### config.mk
export PLATFORM = sky130hd
export DESIGN_NAME = pulse_width_bit_transmitter_flat
export DESIGN_NICKNAME = d
export VERILOG_FILES = /design/src/rtl/core/pwbt_pkg.sv /design/src/rtl/core/pwbt_ifs.sv /design/src/rtl/core/pwbt_cfg_regs.sv /design/src/rtl/core/pwbt_bit_engine.sv /design/src/rtl/core/pwbt_out_stage.sv /design/src/rtl/core/pulse_width_bit_transmitter.sv /design/src/flat_wrapper.sv
export SDC_FILE = /design/constraint.sdc
export NUM_CORES = 1
export LEC_CHECK = 0
export BUFFER_PORTS_ARGS = -buffer_cell sky130_fd_sc_hd__buf_2
export CAP_MARGIN = 20
export CORE_UTILIZATION = 55
export CTS_CLUSTER_DIAMETER = 150
export CTS_CLUSTER_SIZE = 28
export DETAILED_ROUTE_END_ITERATION = 8
export PLACE_DENSITY = 0.88
export SLEW_MARGIN = 20
export SYNTH_ARGS = -nofsm -noshare
export SYNTH_HDL_FRONTEND = slang
export SYNTH_SLANG_ARGS = --single-unit
### constraint.sdc
create_clock -name clk -period 3.4 [get_ports clk]
set_input_delay 0.85 -clock clk [delete_from_list [all_inputs] [get_ports clk]]
set_output_delay 0.85 -clock clk [all_outputs]
set_load 0.02 [all_outputs]
### src/rtl/core/pwbt_pkg.sv
// Package for the pulse width bit transmitter.
// Holds the counter width, register indexes and the item, result and config types.
// No dependencies; every other file but pwbt_ifs imports it.
package pwbt_pkg;

    // Width of the tick counter inside one bit period
    localparam int TICK_WIDTH = 16;
    // Width used for counter versus high-time compares
    localparam int CMP_W      = (TICK_WIDTH > 16) ? TICK_WIDTH : 16;
    localparam int CFG_IDX_W  = 3;
    localparam int CFG_DATA_W = 16;

    // Configuration register indexes
    typedef enum logic [CFG_IDX_W-1:0] {
        REG_PERIOD      = 3'd0,
        REG_ZERO_HIGH   = 3'd1,
        REG_ONE_HIGH    = 3'd2,
        REG_BITS_PER_PK = 3'd3
    } cfg_reg_t;

    // Item commands
    typedef enum logic {
        CMD_TICK  = 1'b0,
        CMD_START = 1'b1
    } cmd_t;

    typedef struct packed {
        logic [15:0] period;
        logic [15:0] zero_high;
        logic [15:0] one_high;
        logic [4:0]  word_bits;
    } cfg_t;

    typedef struct packed {
        logic       cmd;
        logic [7:0] data;
        logic [7:0] tag;
    } item_t;

    typedef struct packed {
        logic line;
        logic busy_res;
        logic accepted;
    } res_t;

    // Engine status seen by the top level
    typedef struct packed {
        logic running;
    } status_t;

endpackage

### src/rtl/core/pwbt_ifs.sv
// Item and result channel interfaces for the pulse width bit transmitter.
// Depends on nothing; payload widths follow the field list.
interface pwbt_item_if;
    logic       valid;
    logic       ready;
    logic       cmd;
    logic [7:0] data;
    logic [7:0] tag;

    modport source (output valid, output cmd, output data, output tag, input ready);
    modport sink   (input valid, input cmd, input data, input tag, output ready);
endinterface

interface pwbt_result_if;
    logic valid;
    logic ready;
    logic line;
    logic busy_res;
    logic accepted;

    modport source (output valid, output line, output busy_res, output accepted, input ready);
    modport sink   (input valid, input line, input busy_res, input accepted, output ready);
endinterface

### src/rtl/core/pwbt_cfg_regs.sv
// Configuration register file of the pulse width bit transmitter.
// Depends on pwbt_pkg.
module pwbt_cfg_regs (
    input  logic                           clk,
    input  logic                           rst_n,
    input  logic                           cfg_we,
    input  logic [pwbt_pkg::CFG_IDX_W-1:0]  cfg_index,
    input  logic [pwbt_pkg::CFG_DATA_W-1:0] cfg_wdata,
    output pwbt_pkg::cfg_t                 cfg
);
    import pwbt_pkg::*;

    cfg_t cfg_reg;

    // Register writes; unknown indexes are dropped
    always_ff @(posedge clk or negedge rst_n)
    begin
        if (!rst_n)
        begin
            cfg_reg.period    <= 16'd999;
            cfg_reg.zero_high <= 16'd250;
            cfg_reg.one_high  <= 16'd750;
            cfg_reg.word_bits <= 5'd16;
        end
        else if (cfg_we)
        begin
            unique case (cfg_reg_t'(cfg_index))
                REG_PERIOD:      cfg_reg.period    <= cfg_wdata;
                REG_ZERO_HIGH:   cfg_reg.zero_high <= cfg_wdata;
                REG_ONE_HIGH:    cfg_reg.one_high  <= cfg_wdata;
                REG_BITS_PER_PK: cfg_reg.word_bits <= cfg_wdata[4:0];
                default:         ;
            endcase
        end
    end

    assign cfg = cfg_reg;

endmodule

### src/rtl/core/pwbt_bit_engine.sv
// Bit timing engine: tick counter, word shift position and high time.
// Computes each item's result and next state in one pass. Depends on pwbt_pkg.
module pwbt_bit_engine (
    input  logic              clk,
    input  logic              rst_n,
    input  pwbt_pkg::cfg_t    cfg,
    input  logic              take,
    input  pwbt_pkg::item_t   item,
    output pwbt_pkg::res_t    res,
    output pwbt_pkg::status_t status
);
    import pwbt_pkg::*;

    logic [TICK_WIDTH-1:0] tick_count_reg, tick_count_next;
    logic [15:0]           word_reg, word_next;
    logic [4:0]            bits_left_reg, bits_left_next;
    logic [15:0]           high_time_reg, high_time_next;
    logic                  running_reg, running_next;

    logic [TICK_WIDTH-1:0] period_m;
    logic                  line_now;
    logic [4:0]            ld_bits;
    logic [15:0]           ld_word;
    logic [4:0]            ld_pos;
    logic                  ld_bit;
    logic [15:0]           ld_high;
    logic                  ld_run;
    logic [4:0]            ld_left;
    logic [31:0]           period_ext;

    // Period truncated to the counter width
    assign period_ext = {16'd0, cfg.period};
    assign period_m   = period_ext[TICK_WIDTH-1:0];

    // Current line level
    assign line_now = running_reg &&
                      (CMP_W'(tick_count_reg) < CMP_W'(high_time_reg));

    // Next-bit loader: from the word start or the running word
    assign ld_bits = (item.cmd == CMD_START) ? cfg.word_bits : bits_left_reg;
    assign ld_word = (item.cmd == CMD_START) ? {item.tag, item.data} : word_reg;
    assign ld_pos  = ld_bits - 5'd1;
    assign ld_bit  = ld_pos[4] ? 1'b0 : ld_word[ld_pos[3:0]];
    always_comb
    begin
        if (ld_bits == 5'd0)
        begin
            ld_high = 16'd0;
            ld_run  = 1'b0;
            ld_left = 5'd0;
        end
        else
        begin
            ld_high = ld_bit ? cfg.one_high : cfg.zero_high;
            ld_run  = 1'b1;
            ld_left = ld_pos;
        end
    end

    // Result and next state for this item
    always_comb
    begin
        tick_count_next = tick_count_reg;
        word_next       = word_reg;
        bits_left_next  = bits_left_reg;
        high_time_next  = high_time_reg;
        running_next    = running_reg;
        res             = '0;
        if (item.cmd == CMD_START)
        begin
            if (running_reg)
            begin
                res.line     = line_now;
                res.busy_res = 1'b1;
                res.accepted = 1'b0;
            end
            else
            begin
                tick_count_next = '0;
                word_next       = ld_word;
                bits_left_next  = ld_left;
                high_time_next  = ld_high;
                running_next    = ld_run;
                res.line        = ld_run && (ld_high != 16'd0);
                res.busy_res    = ld_run;
                res.accepted    = 1'b1;
            end
        end
        else if (running_reg)
        begin
            res.line     = line_now;
            res.busy_res = 1'b1;
            res.accepted = 1'b0;
            if (tick_count_reg >= period_m)
            begin
                tick_count_next = '0;
                bits_left_next  = ld_left;
                high_time_next  = ld_high;
                running_next    = ld_run;
            end
            else
            begin
                tick_count_next = tick_count_reg + 1'b1;
            end
        end
    end

    // State registers, updated on every taken item
    always_ff @(posedge clk or negedge rst_n)
    begin
        if (!rst_n)
        begin
            tick_count_reg <= '0;
            word_reg       <= '0;
            bits_left_reg  <= '0;
            high_time_reg  <= '0;
            running_reg    <= 1'b0;
        end
        else if (take)
        begin
            tick_count_reg <= tick_count_next;
            word_reg       <= word_next;
            bits_left_reg  <= bits_left_next;
            high_time_reg  <= high_time_next;
            running_reg    <= running_next;
        end
    end

    assign status.running = running_reg;

endmodule

### src/rtl/core/pwbt_out_stage.sv
// Result register between the engine and the result channel.
// Takes a new result whenever it is empty or being drained. Depends on pwbt_pkg.
module pwbt_out_stage (
    input  logic           clk,
    input  logic           rst_n,
    input  logic           in_valid,
    output logic           in_ready,
    input  pwbt_pkg::res_t in_res,
    output logic           out_valid,
    input  logic           out_ready,
    output pwbt_pkg::res_t out_res
);
    import pwbt_pkg::*;

    logic valid_reg;
    res_t res_reg;

    assign in_ready = !valid_reg || out_ready;

    // Valid flag
    always_ff @(posedge clk or negedge rst_n)
    begin
        if (!rst_n)
            valid_reg <= 1'b0;
        else if (in_ready)
            valid_reg <= in_valid;
    end

    // Payload, no reset
    always_ff @(posedge clk)
    begin
        if (in_ready && in_valid)
            res_reg <= in_res;
    end

    assign out_valid = valid_reg;
    assign out_res   = res_reg;

endmodule

### src/rtl/core/pulse_width_bit_transmitter.sv
// Pulse width bit transmitter: every item is one timer tick or a start command, and
// every item gives exactly one result, registered in the cycle after the item is taken.
// One item is taken per clock; ready drops only while the result register is full
// and the result channel is not taking it. The whole per-item step (count compare,
// next-bit select, line compare) is one pass of logic into the state and result
// registers. Config writes go straight into the register file. Depends on pwbt_pkg,
// pwbt_ifs, pwbt_cfg_regs, pwbt_bit_engine and pwbt_out_stage.
module pulse_width_bit_transmitter (
    input  logic                           clk,
    input  logic                           rst_n,
    input  logic                           cfg_we,
    input  logic [pwbt_pkg::CFG_IDX_W-1:0]  cfg_index,
    input  logic [pwbt_pkg::CFG_DATA_W-1:0] cfg_wdata,
    pwbt_item_if.sink                      item,
    pwbt_result_if.source                  result
);
    import pwbt_pkg::*;

    cfg_t    cfg;
    item_t   cur_item;
    res_t    eng_res;
    res_t    out_res;
    status_t status;
    logic    take;

    assign cur_item = '{cmd: item.cmd, data: item.data, tag: item.tag};
    assign take     = item.valid && item.ready;

    pwbt_cfg_regs u_cfg (
        .clk       (clk),
        .rst_n     (rst_n),
        .cfg_we    (cfg_we),
        .cfg_index (cfg_index),
        .cfg_wdata (cfg_wdata),
        .cfg       (cfg)
    );

    pwbt_bit_engine u_engine (
        .clk    (clk),
        .rst_n  (rst_n),
        .cfg    (cfg),
        .take   (take),
        .item   (cur_item),
        .res    (eng_res),
        .status (status)
    );

    pwbt_out_stage u_out (
        .clk       (clk),
        .rst_n     (rst_n),
        .in_valid  (item.valid),
        .in_ready  (item.ready),
        .in_res    (eng_res),
        .out_valid (result.valid),
        .out_ready (result.ready),
        .out_res   (out_res)
    );

    assign result.line     = out_res.line;
    assign result.busy_res = out_res.busy_res;
    assign result.accepted = out_res.accepted;

    // Line can only be high while a word is in flight
    a_line_busy: assert property (@(posedge clk) disable iff (!rst_n)
        result.valid |-> (!result.line || result.busy_res))
        else $error("line high while not busy");

    // A start taken while running is reported as not accepted
    a_busy_start: assert property (@(posedge clk) disable iff (!rst_n)
        (take && item.cmd && status.running) |=> (result.valid && !result.accepted))
        else $error("start while busy was accepted");

    // A tick taken while idle leaves the engine idle
    a_idle_tick: assert property (@(posedge clk) disable iff (!rst_n)
        (take && !item.cmd && !status.running) |=> !status.running)
        else $error("idle tick started the engine");

endmodule

### src/flat_wrapper.sv
// flat-port wrapper written by rule: the top's interface ports become plain ports
module pulse_width_bit_transmitter_flat import pwbt_pkg::*;
  (clk, rst_n, cfg_we, cfg_index, cfg_wdata, item_valid, item_cmd, item_data, item_tag, item_ready, result_valid, result_line, result_busy_res, result_accepted, result_ready);
  pwbt_item_if item_i ();
  pwbt_result_if result_i ();
  input  logic clk;
  input  logic rst_n;
  input  logic cfg_we;
  input  logic [pwbt_pkg::CFG_IDX_W-1:0] cfg_index;
  input  logic [pwbt_pkg::CFG_DATA_W-1:0] cfg_wdata;
  input wire logic [$bits(item_i.valid)-1:0] item_valid;
  input wire logic [$bits(item_i.cmd)-1:0] item_cmd;
  input wire logic [$bits(item_i.data)-1:0] item_data;
  input wire logic [$bits(item_i.tag)-1:0] item_tag;
  output wire logic [$bits(item_i.ready)-1:0] item_ready;
  output wire logic [$bits(result_i.valid)-1:0] result_valid;
  output wire logic [$bits(result_i.line)-1:0] result_line;
  output wire logic [$bits(result_i.busy_res)-1:0] result_busy_res;
  output wire logic [$bits(result_i.accepted)-1:0] result_accepted;
  input wire logic [$bits(result_i.ready)-1:0] result_ready;
  assign item_i.valid = item_valid;
  assign item_i.cmd = item_cmd;
  assign item_i.data = item_data;
  assign item_i.tag = item_tag;
  assign item_ready = item_i.ready;
  assign result_valid = result_i.valid;
  assign result_line = result_i.line;
  assign result_busy_res = result_i.busy_res;
  assign result_accepted = result_i.accepted;
  assign result_i.ready = result_ready;
  pulse_width_bit_transmitter u_core (.clk(clk), .rst_n(rst_n), .cfg_we(cfg_we), .cfg_index(cfg_index), .cfg_wdata(cfg_wdata), .item(item_i), .result(result_i));
endmodule
# After elaboration in Yosys (flattened, before gate mapping)
# Cells that the tools add are included.
[word_totals]
register_bits = 111
latchBits = 0
ramBits = 0
romBits = 0
output_inout_bits = 5
mem_count = 0
[classes]
n_addsub = 2
n_mul = 0
div = 0
magnitude_cmp = 3
eq_ne = 4
shift = 0
muxes = 28
bitwise_logic = 1
n_reduce_logical = 17
[ops]
columns = ["op", "count"]
rows = [
  ["$mux 16", 11],
  ["$mux 5", 6],
  ["$add 16x1->16 const B", 1],
  ["$ge 16x16->1", 1],
  ["$lt 16x16->1", 1],
  ["$reduce_bool 16->1", 1],
  ["$mux 3", 3],
  ["$reduce_and 2->1", 4],
  ["$mux 1", 7],
  ["$eq 3x2->1 const B", 2],
  ["$reduce_and 3->1", 2],
  ["$logic_not 5->1", 1],
  ["$lt 4x5->1 const B", 1],
  ["$sub 5x1->5 const B", 1],
  ["$bmux 1 s4", 1],
  ["$reduce_and 4->1", 1],
  ["$reduce_bool 2->1", 2],
  ["$eq 3x1->1 const B", 1],
  ["$logic_and 1x1->1", 3],
  ["$logic_not 3->1", 1],
  ["$ne 2x2->1 const B", 1],
  ["$logic_not 1->1", 1],
  ["$logic_or 1x1->1", 1],
  ["$not 1->1", 1],
]

# Logic depth before layout (Yosys ltp)
# Gate-level depths: netlist of the first run.
[logic_depth]
depth_word = 11
ltp_mapped = 14
mapped_depth_nobuf = 10

# Hierarchy
# From an unflattened synthesis of the first run, not the netlist that was laid out.
[unflattened]
hier_cells = 518
hier_area_um2 = 5994.5
[modules_own_cells]
columns = ["mod", "n_inst", "cells_each", "area_each_um2", "seq_area_each_um2"]
rows = [
  ["pwbt_bit_engine", 1, 395, 3779.9, 1351.3],
  ["pwbt_cfg_regs", 1, 115, 2064.5, 1353.8],
  ["pwbt_out_stage", 1, 7, 143.9, 115.1],
  ["pulse_width_bit_transmitter", 1, 1, 6.3, 0.0],
]

# Worst setup path before layout of the first run
# OpenSTA, ideal clock, no wires.
[synth_timing]
path_type = "input port to flip-flop"
from = "input item_cmd"
to = "register u_core.u_out.res_reg (netlist bit u_core.u_out.out_res[2]), data pin"
setup_time_ps = 258
arrival_time_ps = 3418
t_required_ps = 3142
setup_slack_ps = -276
stages = 14
path_cell_list = "buf_6 > mux2i_4 > ha_1 > buf_2 > xnor2_1 > buf_6 > mux4_1 > mux2_2 > a221oi_2 > o22ai_1 > buf_6 > buf_6 > mux2i_1 > o2bb2ai_1"
[synth_lines]
columns = ["element", "line_no", "rtl"]
rows = [
  ["start, declared", "flat_wrapper.sv:12", "input wire logic [$bits(item_i.cmd)-1:0] item_cmd;"],
  ["end signal, assigned", "pwbt_out_stage.sv:33", "res_reg <= in_res;"],
  ["end, declared", "pwbt_out_stage.sv:16", "res_t res_reg;"],
]

# Worst setup path after layout of the first run
[layout_timing]
from = "input item_cmd"
to = "register u_core.u_engine.high_time_reg[12]"
[layout_between]
elab_chain_len = 10
elab_cells_between_ends = 17
cone_classes = "1 x add/sub; 1 x eq/ne; 11 x mux; 4 x reduce/logical"
[layout_lines]
columns = ["element", "line_no", "rtl"]
rows = [
  ["$mux 5", "pwbt_bit_engine.sv:40", "assign ld_bits = (item.cmd == CMD_START) ? cfg.word_bits : bits_left_reg;"],
  ["$sub 5x1->5", "pwbt_bit_engine.sv:42", "assign ld_pos = ld_bits - 5'd1;"],
  ["$bmux 1 s4", "pwbt_bit_engine.sv:43", "assign ld_bit = ld_pos[4] ? 1'b0 : ld_word[ld_pos[3:0]];"],
  ["$mux 1 (not written as such)", "pwbt_bit_engine.sv:43", ""],
  ["$mux 1", "pwbt_bit_engine.sv:43", ""],
  ["$mux 16", "pwbt_bit_engine.sv:54", "ld_high = ld_bit ? cfg.one_high : cfg.zero_high;"],
  ["$mux 16", "pwbt_bit_engine.sv:46", "if (ld_bits == 5'd0)"],
  ["$mux 16", "pwbt_bit_engine.sv:94", "if (tick_count_reg >= period_m)"],
  ["$mux 16", "pwbt_bit_engine.sv:89", "else if (running_reg)"],
  ["$mux 16", "pwbt_bit_engine.sv:69", "if (item.cmd == CMD_START)"],
  ["end signal, assigned", "pwbt_bit_engine.sv:124", "high_time_reg <= high_time_next;"],
  ["end, declared", "pwbt_bit_engine.sv:17", "logic [15:0] high_time_reg, high_time_next;"],
]
# Several ways; a longest one is shown, not always the timed one. The select of a mux whose other input is x is not followed.
# A chain may end at the register's enable or synchronous reset.

==> reports/summary.txt, run 1 <==
Routed Wire Length = 13.2 mm
layout cell share with drive strength beyond 1 = 27.8%
transition time at the pin with the least slew margin = 0.767 ns
die width = 106 um
met1 WL = 5.92 mm
final period utilization = 92.9%
DIE AREA = 11200 um^2
CP Max Fanout = 16
DRT antenna net count = 0
first-pass GRT wire length = 22.6 mm
post-synth cell types = 45
mean post-synth cell area = 10.8 um^2
Startpoint Class = input pin
Initial Util = 57.1%
Pwr per Cell Area = 680 nW/um^2
Core Util, Final = 63.8%
Setup Viol. Count Final = 0
Pleak = 3.09 nW
Worst Reg2Reg Path Length in Cells = 10
setup TNS = 0 ns
DRT iter0 DRCs = 365
number of filler cells placed in the layout = 742
Clock Sinks = 111
initial antenna violation count = 0
IO Pins = 46
# diodes = 0
Worst Hold Class = flop to flop
GRT Util Overall = 26.0%
origin of the critical flop-to-flop path = u_core.u_cfg.cfg[0]
Overflow after GRT = 0
Gate Count Post-Synth = 550
DRC violations left = 0
wire length on met2 = 6.38 mm
highest clock rate = 0.317 GHz
#FFs+latches synth = 111
Worst slew margin = 48.8%
FFs w/ async S/R, synth = 97.3%
Post-DP HPWL = 9.87 mm
worst r2r dst = u_core.u_engine.high_time_reg[12]
setup ws final = 0.241 ns
total nets after synthesis = 627
final hold viol count = 0
Post-synth top cells = 86 x dfrtp_1, 60 x nand2_1, 57 x mux2_2
synth warn = 0
hold_buf cts = 0
area leader, netlist = dfrtp_1
Power, Total = 4.52 mW
Placed Instances = 728
FF+latch area = 2820 um^2
minimum clock period = 3.16 ns
crit path kind = input pin to flop
Post-CTS Resized = 0
Layout Nets = 680
Worst R2R Setup Slack = 0.38 ns
Critical Path End = u_core.u_engine.high_time_reg[12]
max-capacitance violation count = 0
Pre-antenna DRT Iters = 6
number of global-route vias before repair = 4660
multi-input logic area = 2930 um^2
peak supply drop = 0.387 mV
Core Area = 10400 um^2
clk_skew = 0.00882 ns
Worst EP required = 3.65 ns
Longest Clk Path Bufs = 2
endpoint class of the critical path = flop
area share of the largest cell type after synthesis = 36.2%
outcome = completed
Post-synth EDFFs = 3
largest cells by area after synthesis = dfrtp_1 36%, mux2_2 11%, dfstp_2 9.7%
Worst-Skew Late Latency = 0.38 ns
root buf cell = clkbuf_8
# rows = 37
max-slew violation count = 0
Top Metal Used = met4
total CTS buffers = 9
Worst-path clk slew = 0.10 ns
unrepaired setup endpoints after global routing = no
Routability Congestion = 0.896
CTS tree = built
post-CTS setup buffer count = 0
Mapped Area = 5940 um^2
Post-Layout Cell Count = 744
Synth Flop Type = dfrtp_1
total number of vias = 4426
WP data arrival = 3.41 ns
max reg flops = 53
DP Worst Slack = -0.125 ns
WL met3 = 590 um
DR vias/cell = 5.95
Port Buffers = 45
P&R area growth vs syn = 11.8%
crit path from = item_cmd
largest net degree at the start of global routing = 58
Seq/Total Area, Yosys = 47.5%
htree depth = 3
chip height = 106 um
routed len/inst = 17.7 um
most frequent cell after synthesis = dfrtp_1
routing by layer:
metal  track usage [%]  vias to the layer above
met3              3.86                       29
met5                 0                        -
met1              35.2                     2193
met4              8.93                        0
li1                  -                     2064
met2              42.9                      140
cell type report:
class                           instances  area share, %
Clock inverter                          5          0.960
Sequential cell                       111           42.4
Clock buffer                           11           1.98
Tap cell                              136           2.56
Inverter                               37           2.09
Multi-Input combinational cell        379           44.1
Timing Repair Buffer                   65           5.87
worst min path at each step:
stage	slack (ns)	depth (start not counted)	end	startpoint
after global placement	0.46	2	u_core.u_engine.bits_left_reg[4]	u_core.u_engine.bits_left_reg[4]
after detailed placement	0.47	2	u_core.u_engine.bits_left_reg[4]	u_core.u_engine.bits_left_reg[4]
after floorplan	0.45	2	u_core.u_engine.bits_left_reg[1]	u_core.u_engine.bits_left_reg[1]
after CTS	0.50	2	u_core.u_engine.high_time_reg[6]	u_core.u_engine.high_time_reg[6]
final	0.49	2	u_core.u_engine.high_time_reg[6]	u_core.u_engine.high_time_reg[6]
after global routing	0.52	2	u_core.u_engine.high_time_reg[8]	u_core.u_engine.high_time_reg[8]
per-stage QoR:
stage	hold slack, ns	area [um^2]
global route	0.525	6650
global placement	0.463	6450
floorplan	0.448	5980
finish	0.491	6650
CTS	0.496	6650
detailed placement	0.470	6450
worst max-delay path, stage by stage:
cell and delay (ns):
buf_2 0.15, buf_4 0.20, mux2i_4 0.32, buf_4 0.17, a31oi_1 0.10, nor2b_1 0.22
buf_4 0.17, mux2_4 0.30, a221oi_2 0.28, o22ai_2 0.16, buf_12 0.19, mux2i_1 0.19
o21ai_1 0.08
report_power, final:
part | switching (mW) | internal, mW
combinational | 0.856 | 0.867
clock | 0.460 | 0.350
sequential | 0.264 | 1.72
total | 1.58 | 2.94
cell families after synthesis:
logic type	Yosys count	synth area share (%)
compound gates	114	11.2
xor+xnor	2	0.295
fa+ha+maj	36	7.58
buf+inv	60	4.32
flops	111	47.5
mux	91	18.0
simple gates	136	11.1
cell usage in the layout (no fill, tap or decap), drive strengths merged, types with 2 or more instances in the layout:
cell	synthesis	final
dfrtp	86	86
buf	6	65
o21ai	64	64
nand2	60	60
mux2	57	57
inv	37	40
ha	36	36
mux2i	30	30
dfstp	22	22
nor2	15	15
a21oi	14	14
and3	11	11
nand2b	11	11
clkbuf	17	11
nand3	10	10
a21o	9	9
nor4	9	9
o31ai	8	8
a211oi	5	5
nand4	5	5
a31oi	5	5
nor3	4	4
nor2b	4	4
mux4	4	4
edfxtp	3	3
nor4bb	2	2
o21a	2	2
xnor2	2	2
a221oi	2	2
(Power assumes the default switching activity.)
==> run 2: changes to the inputs <==
--- a/config.mk
+++ b/config.mk
@@ -12,6 +12,7 @@
 export CTS_CLUSTER_SIZE = 28
 export DETAILED_ROUTE_END_ITERATION = 8
 export PLACE_DENSITY = 0.88
+export REMOVE_ABC_BUFFERS = 1
 export SLEW_MARGIN = 20
 export SYNTH_ARGS = -nofsm -noshare
 export SYNTH_HDL_FRONTEND = slang
==> run 2 against run 1 <==
  * Critical path depth shrank 1
  * Hold slack lost 0.045 ns
  * Wire length shrank 3.0%
  * Clock skew grew 0.0076 ns
  * Flip-flop and latch count is the same
  * Global-route usage shrank 1.4 points
  * Total power shrank 3.1%
==> reports/summary.txt, run 2 (synthesis gave the netlist of run 1 again) <==
outcome = completed
post-CTS setup buffer count = 0 (unchanged)
Pleak = 3.07 nW (-0.75%)
root buf cell = clkbuf_8
Initial Util = 57.1% (unchanged)
initial antenna violation count = 0 (unchanged)
Pre-antenna DRT Iters = 7 (+1)
Worst EP required = 3.64 ns (about the same)
routed len/inst = 17.3 um (-2.6%)
number of filler cells placed in the layout = 768 (+3.5%)
Post-CTS Resized = 0 (unchanged)
commonest non-fill, non-tap cell in the layout = dfrtp_1
minimum clock period = 3.10 ns (-0.0607 ns)
P&R area growth vs syn = 10.9%
Worst-Skew Late Latency = 0.38 ns (about the same)
Pwr per Cell Area = 664 nW/um^2 (-2.3%)
largest net degree at the start of global routing = 64 (+10%)
max reg flops = 53 (unchanged)
DRT iter0 DRCs = 346 (-5.2%)
GRT Util Overall = 24.6% (-1.4 points)
FF+latch area = 2820 um^2 (unchanged)
Buf+Inv Stages, Crit Path = 3 (-2)
peak supply drop = 0.358 mV (-7.4%)
hold_ws = 0.446 ns (-0.0451 ns)
IO Pins = 46 (unchanged)
layout cell share with drive strength beyond 1 = 26.9% (-0.85 points)
Worst-path clk slew = 0.10 ns (about the same)
final period utilization = 91.1% (-1.8 points)
transition time at the pin with the least slew margin = 0.782 ns (+0.0157 ns)
total number of vias = 4480 (+1.2%)
Post-DP HPWL = 9.66 mm (-2.1%)
Port Buffers = 45 (unchanged)
Setup Viol. Count Final = 0 (unchanged)
highest clock rate = 0.323 GHz (+2.0%)
critical path's top delay family = multiplexers
Core Area = 10400 um^2 (unchanged)
clk_skew = 0.0164 ns (+0.00755 ns)
crit path kind = input pin to flop
Worst Hold Class = input pin to asynchronous set/reset pin
Worst path most repeated cell = mux2i_1
Longest Clk Path Bufs = 2 (unchanged)
chip height = 106 um (unchanged)
DP Worst Slack = -0.0587 ns (+0.0665 ns)
critical-path cell list = buf_2 -> mux2i_1 -> ha_1 -> xnor2_1 -> buf_4 -> mux4_1 -> mux2_2 -> a221oi_1 -> o22ai_2 -> buf_12 -> mux2i_1 -> o21ai_1
Startpoint Class = input pin
final hold viol count = 0 (unchanged)
DRC violations left = 0 (unchanged)
unrepaired setup endpoints after global routing = no
Routability Congestion = 0.844 (-5.9%)
Critical Path Max Stage Delay = 0.29 ns (-0.03 ns)
CP Max Fanout = 16 (unchanged)
DIE AREA = 11200 um^2 (unchanged)
WP data arrival = 3.34 ns (-0.07 ns)
htree depth = 3 (unchanged)
DR vias/cell = 6.05 (+1.6%)
number of global-route vias before repair = 4491 (-3.6%)
DRT antenna net count = 0 (unchanged)
setup ws final = 0.301 ns (+0.0607 ns)
Overflow after GRT = 0 (unchanged)
most frequent cells in the layout = 86 x dfrtp_1, 60 x nand2_1, 57 x mux2_2
max-slew violation count = 0 (unchanged)
# rows = 37 (unchanged)
# diodes = 0 (unchanged)
total CTS buffers = 9 (unchanged)
Worst slew margin = 47.7% (-1.1 points)
Crit-path slowest cell = mux4_1
multi-input logic area = 2910 um^2 (-0.73%)
first-pass GRT wire length = 21.6 mm (-4.6%)
Routed Wire Length = 12.8 mm (-3.0%)
endpoint class of the critical path = flop
max-capacitance violation count = 0 (unchanged)
hold_buf cts = 0 (unchanged)
Layout Nets = 677 (-0.44%)
CTS tree = built
Clock Sinks = 111 (unchanged)
die width = 106 um (unchanged)
-- run 2: cell type report --
type | count | area share (%)
inverter | 37 | 2.11
timing repair buffer | 62 | 5.77
clock inverter | 5 | 0.664
tap | 136 | 2.58
sequential | 111 | 42.8
multi-input combinational | 379 | 44.1
clock buffer | 11 | 1.99
-- run 2: worst reg2reg max path: stages (launching register included) --
cell,delay (ns)
dfstp_2,0.53
inv_1,0.05
ha_1,0.28
a21o_1,0.18
a21o_1,0.18
a21o_1,0.18
a31oi_1,0.29
o21ai_0,0.23
a21oi_1,0.20
nand2b_1,0.54
o21ai_0,0.20
-- run 2: per-stage QoR --
stage               utilization (%)  TNS, ns  instances  power, mW  instance area [um^2]
finish                         63.3        0        741       4.38                  6590
global route                   63.3        0        741       4.65                  6590
CTS                            63.3        0        741       4.37                  6590
detailed placement             61.6   -0.603        725       3.64                  6420
global placement               61.6        0        725       3.51                  6420
floorplan                         -   -17.48        527       3.09                  5830
-- run 2: path summary, 6_finish.rpt --
path                                                     endpoint  cells after the start                        startpoint  slack, ns
worst max-delay path            u_core.u_engine.high_time_reg[14]                     12                          item_cmd       0.30
worst max register to register   u_core.u_engine.high_time_reg[3]                     10              u_core.u_cfg.cfg[46]       0.40
max in group asynchronous                    u_core.u_cfg.cfg[44]                      2                             rst_n       2.19
worst min register to register   u_core.u_engine.high_time_reg[2]                      2  u_core.u_engine.high_time_reg[2]       0.50
min in group clk                 u_core.u_engine.high_time_reg[2]                      2  u_core.u_engine.high_time_reg[2]       0.50
worst min-delay path                         u_core.u_cfg.cfg[31]                      1                             rst_n       0.45
-- run 2: report_power, final --
part / total [mW] / switching, mW / internal (mW)
clock network: 0.731 / 0.455 / 0.276
logic: 1.66 / 0.831 / 0.833
registers: 1.98 / 0.264 / 1.72
-- run 2: layer usage --
metal  vias up  GRT usage (%)  wire length, um
li1       2064              -                -
met1      2212           33.6             5620
met2       178           39.1             6180
met3        26           4.05              668
met4         0           10.2              308
met5         -              0                0
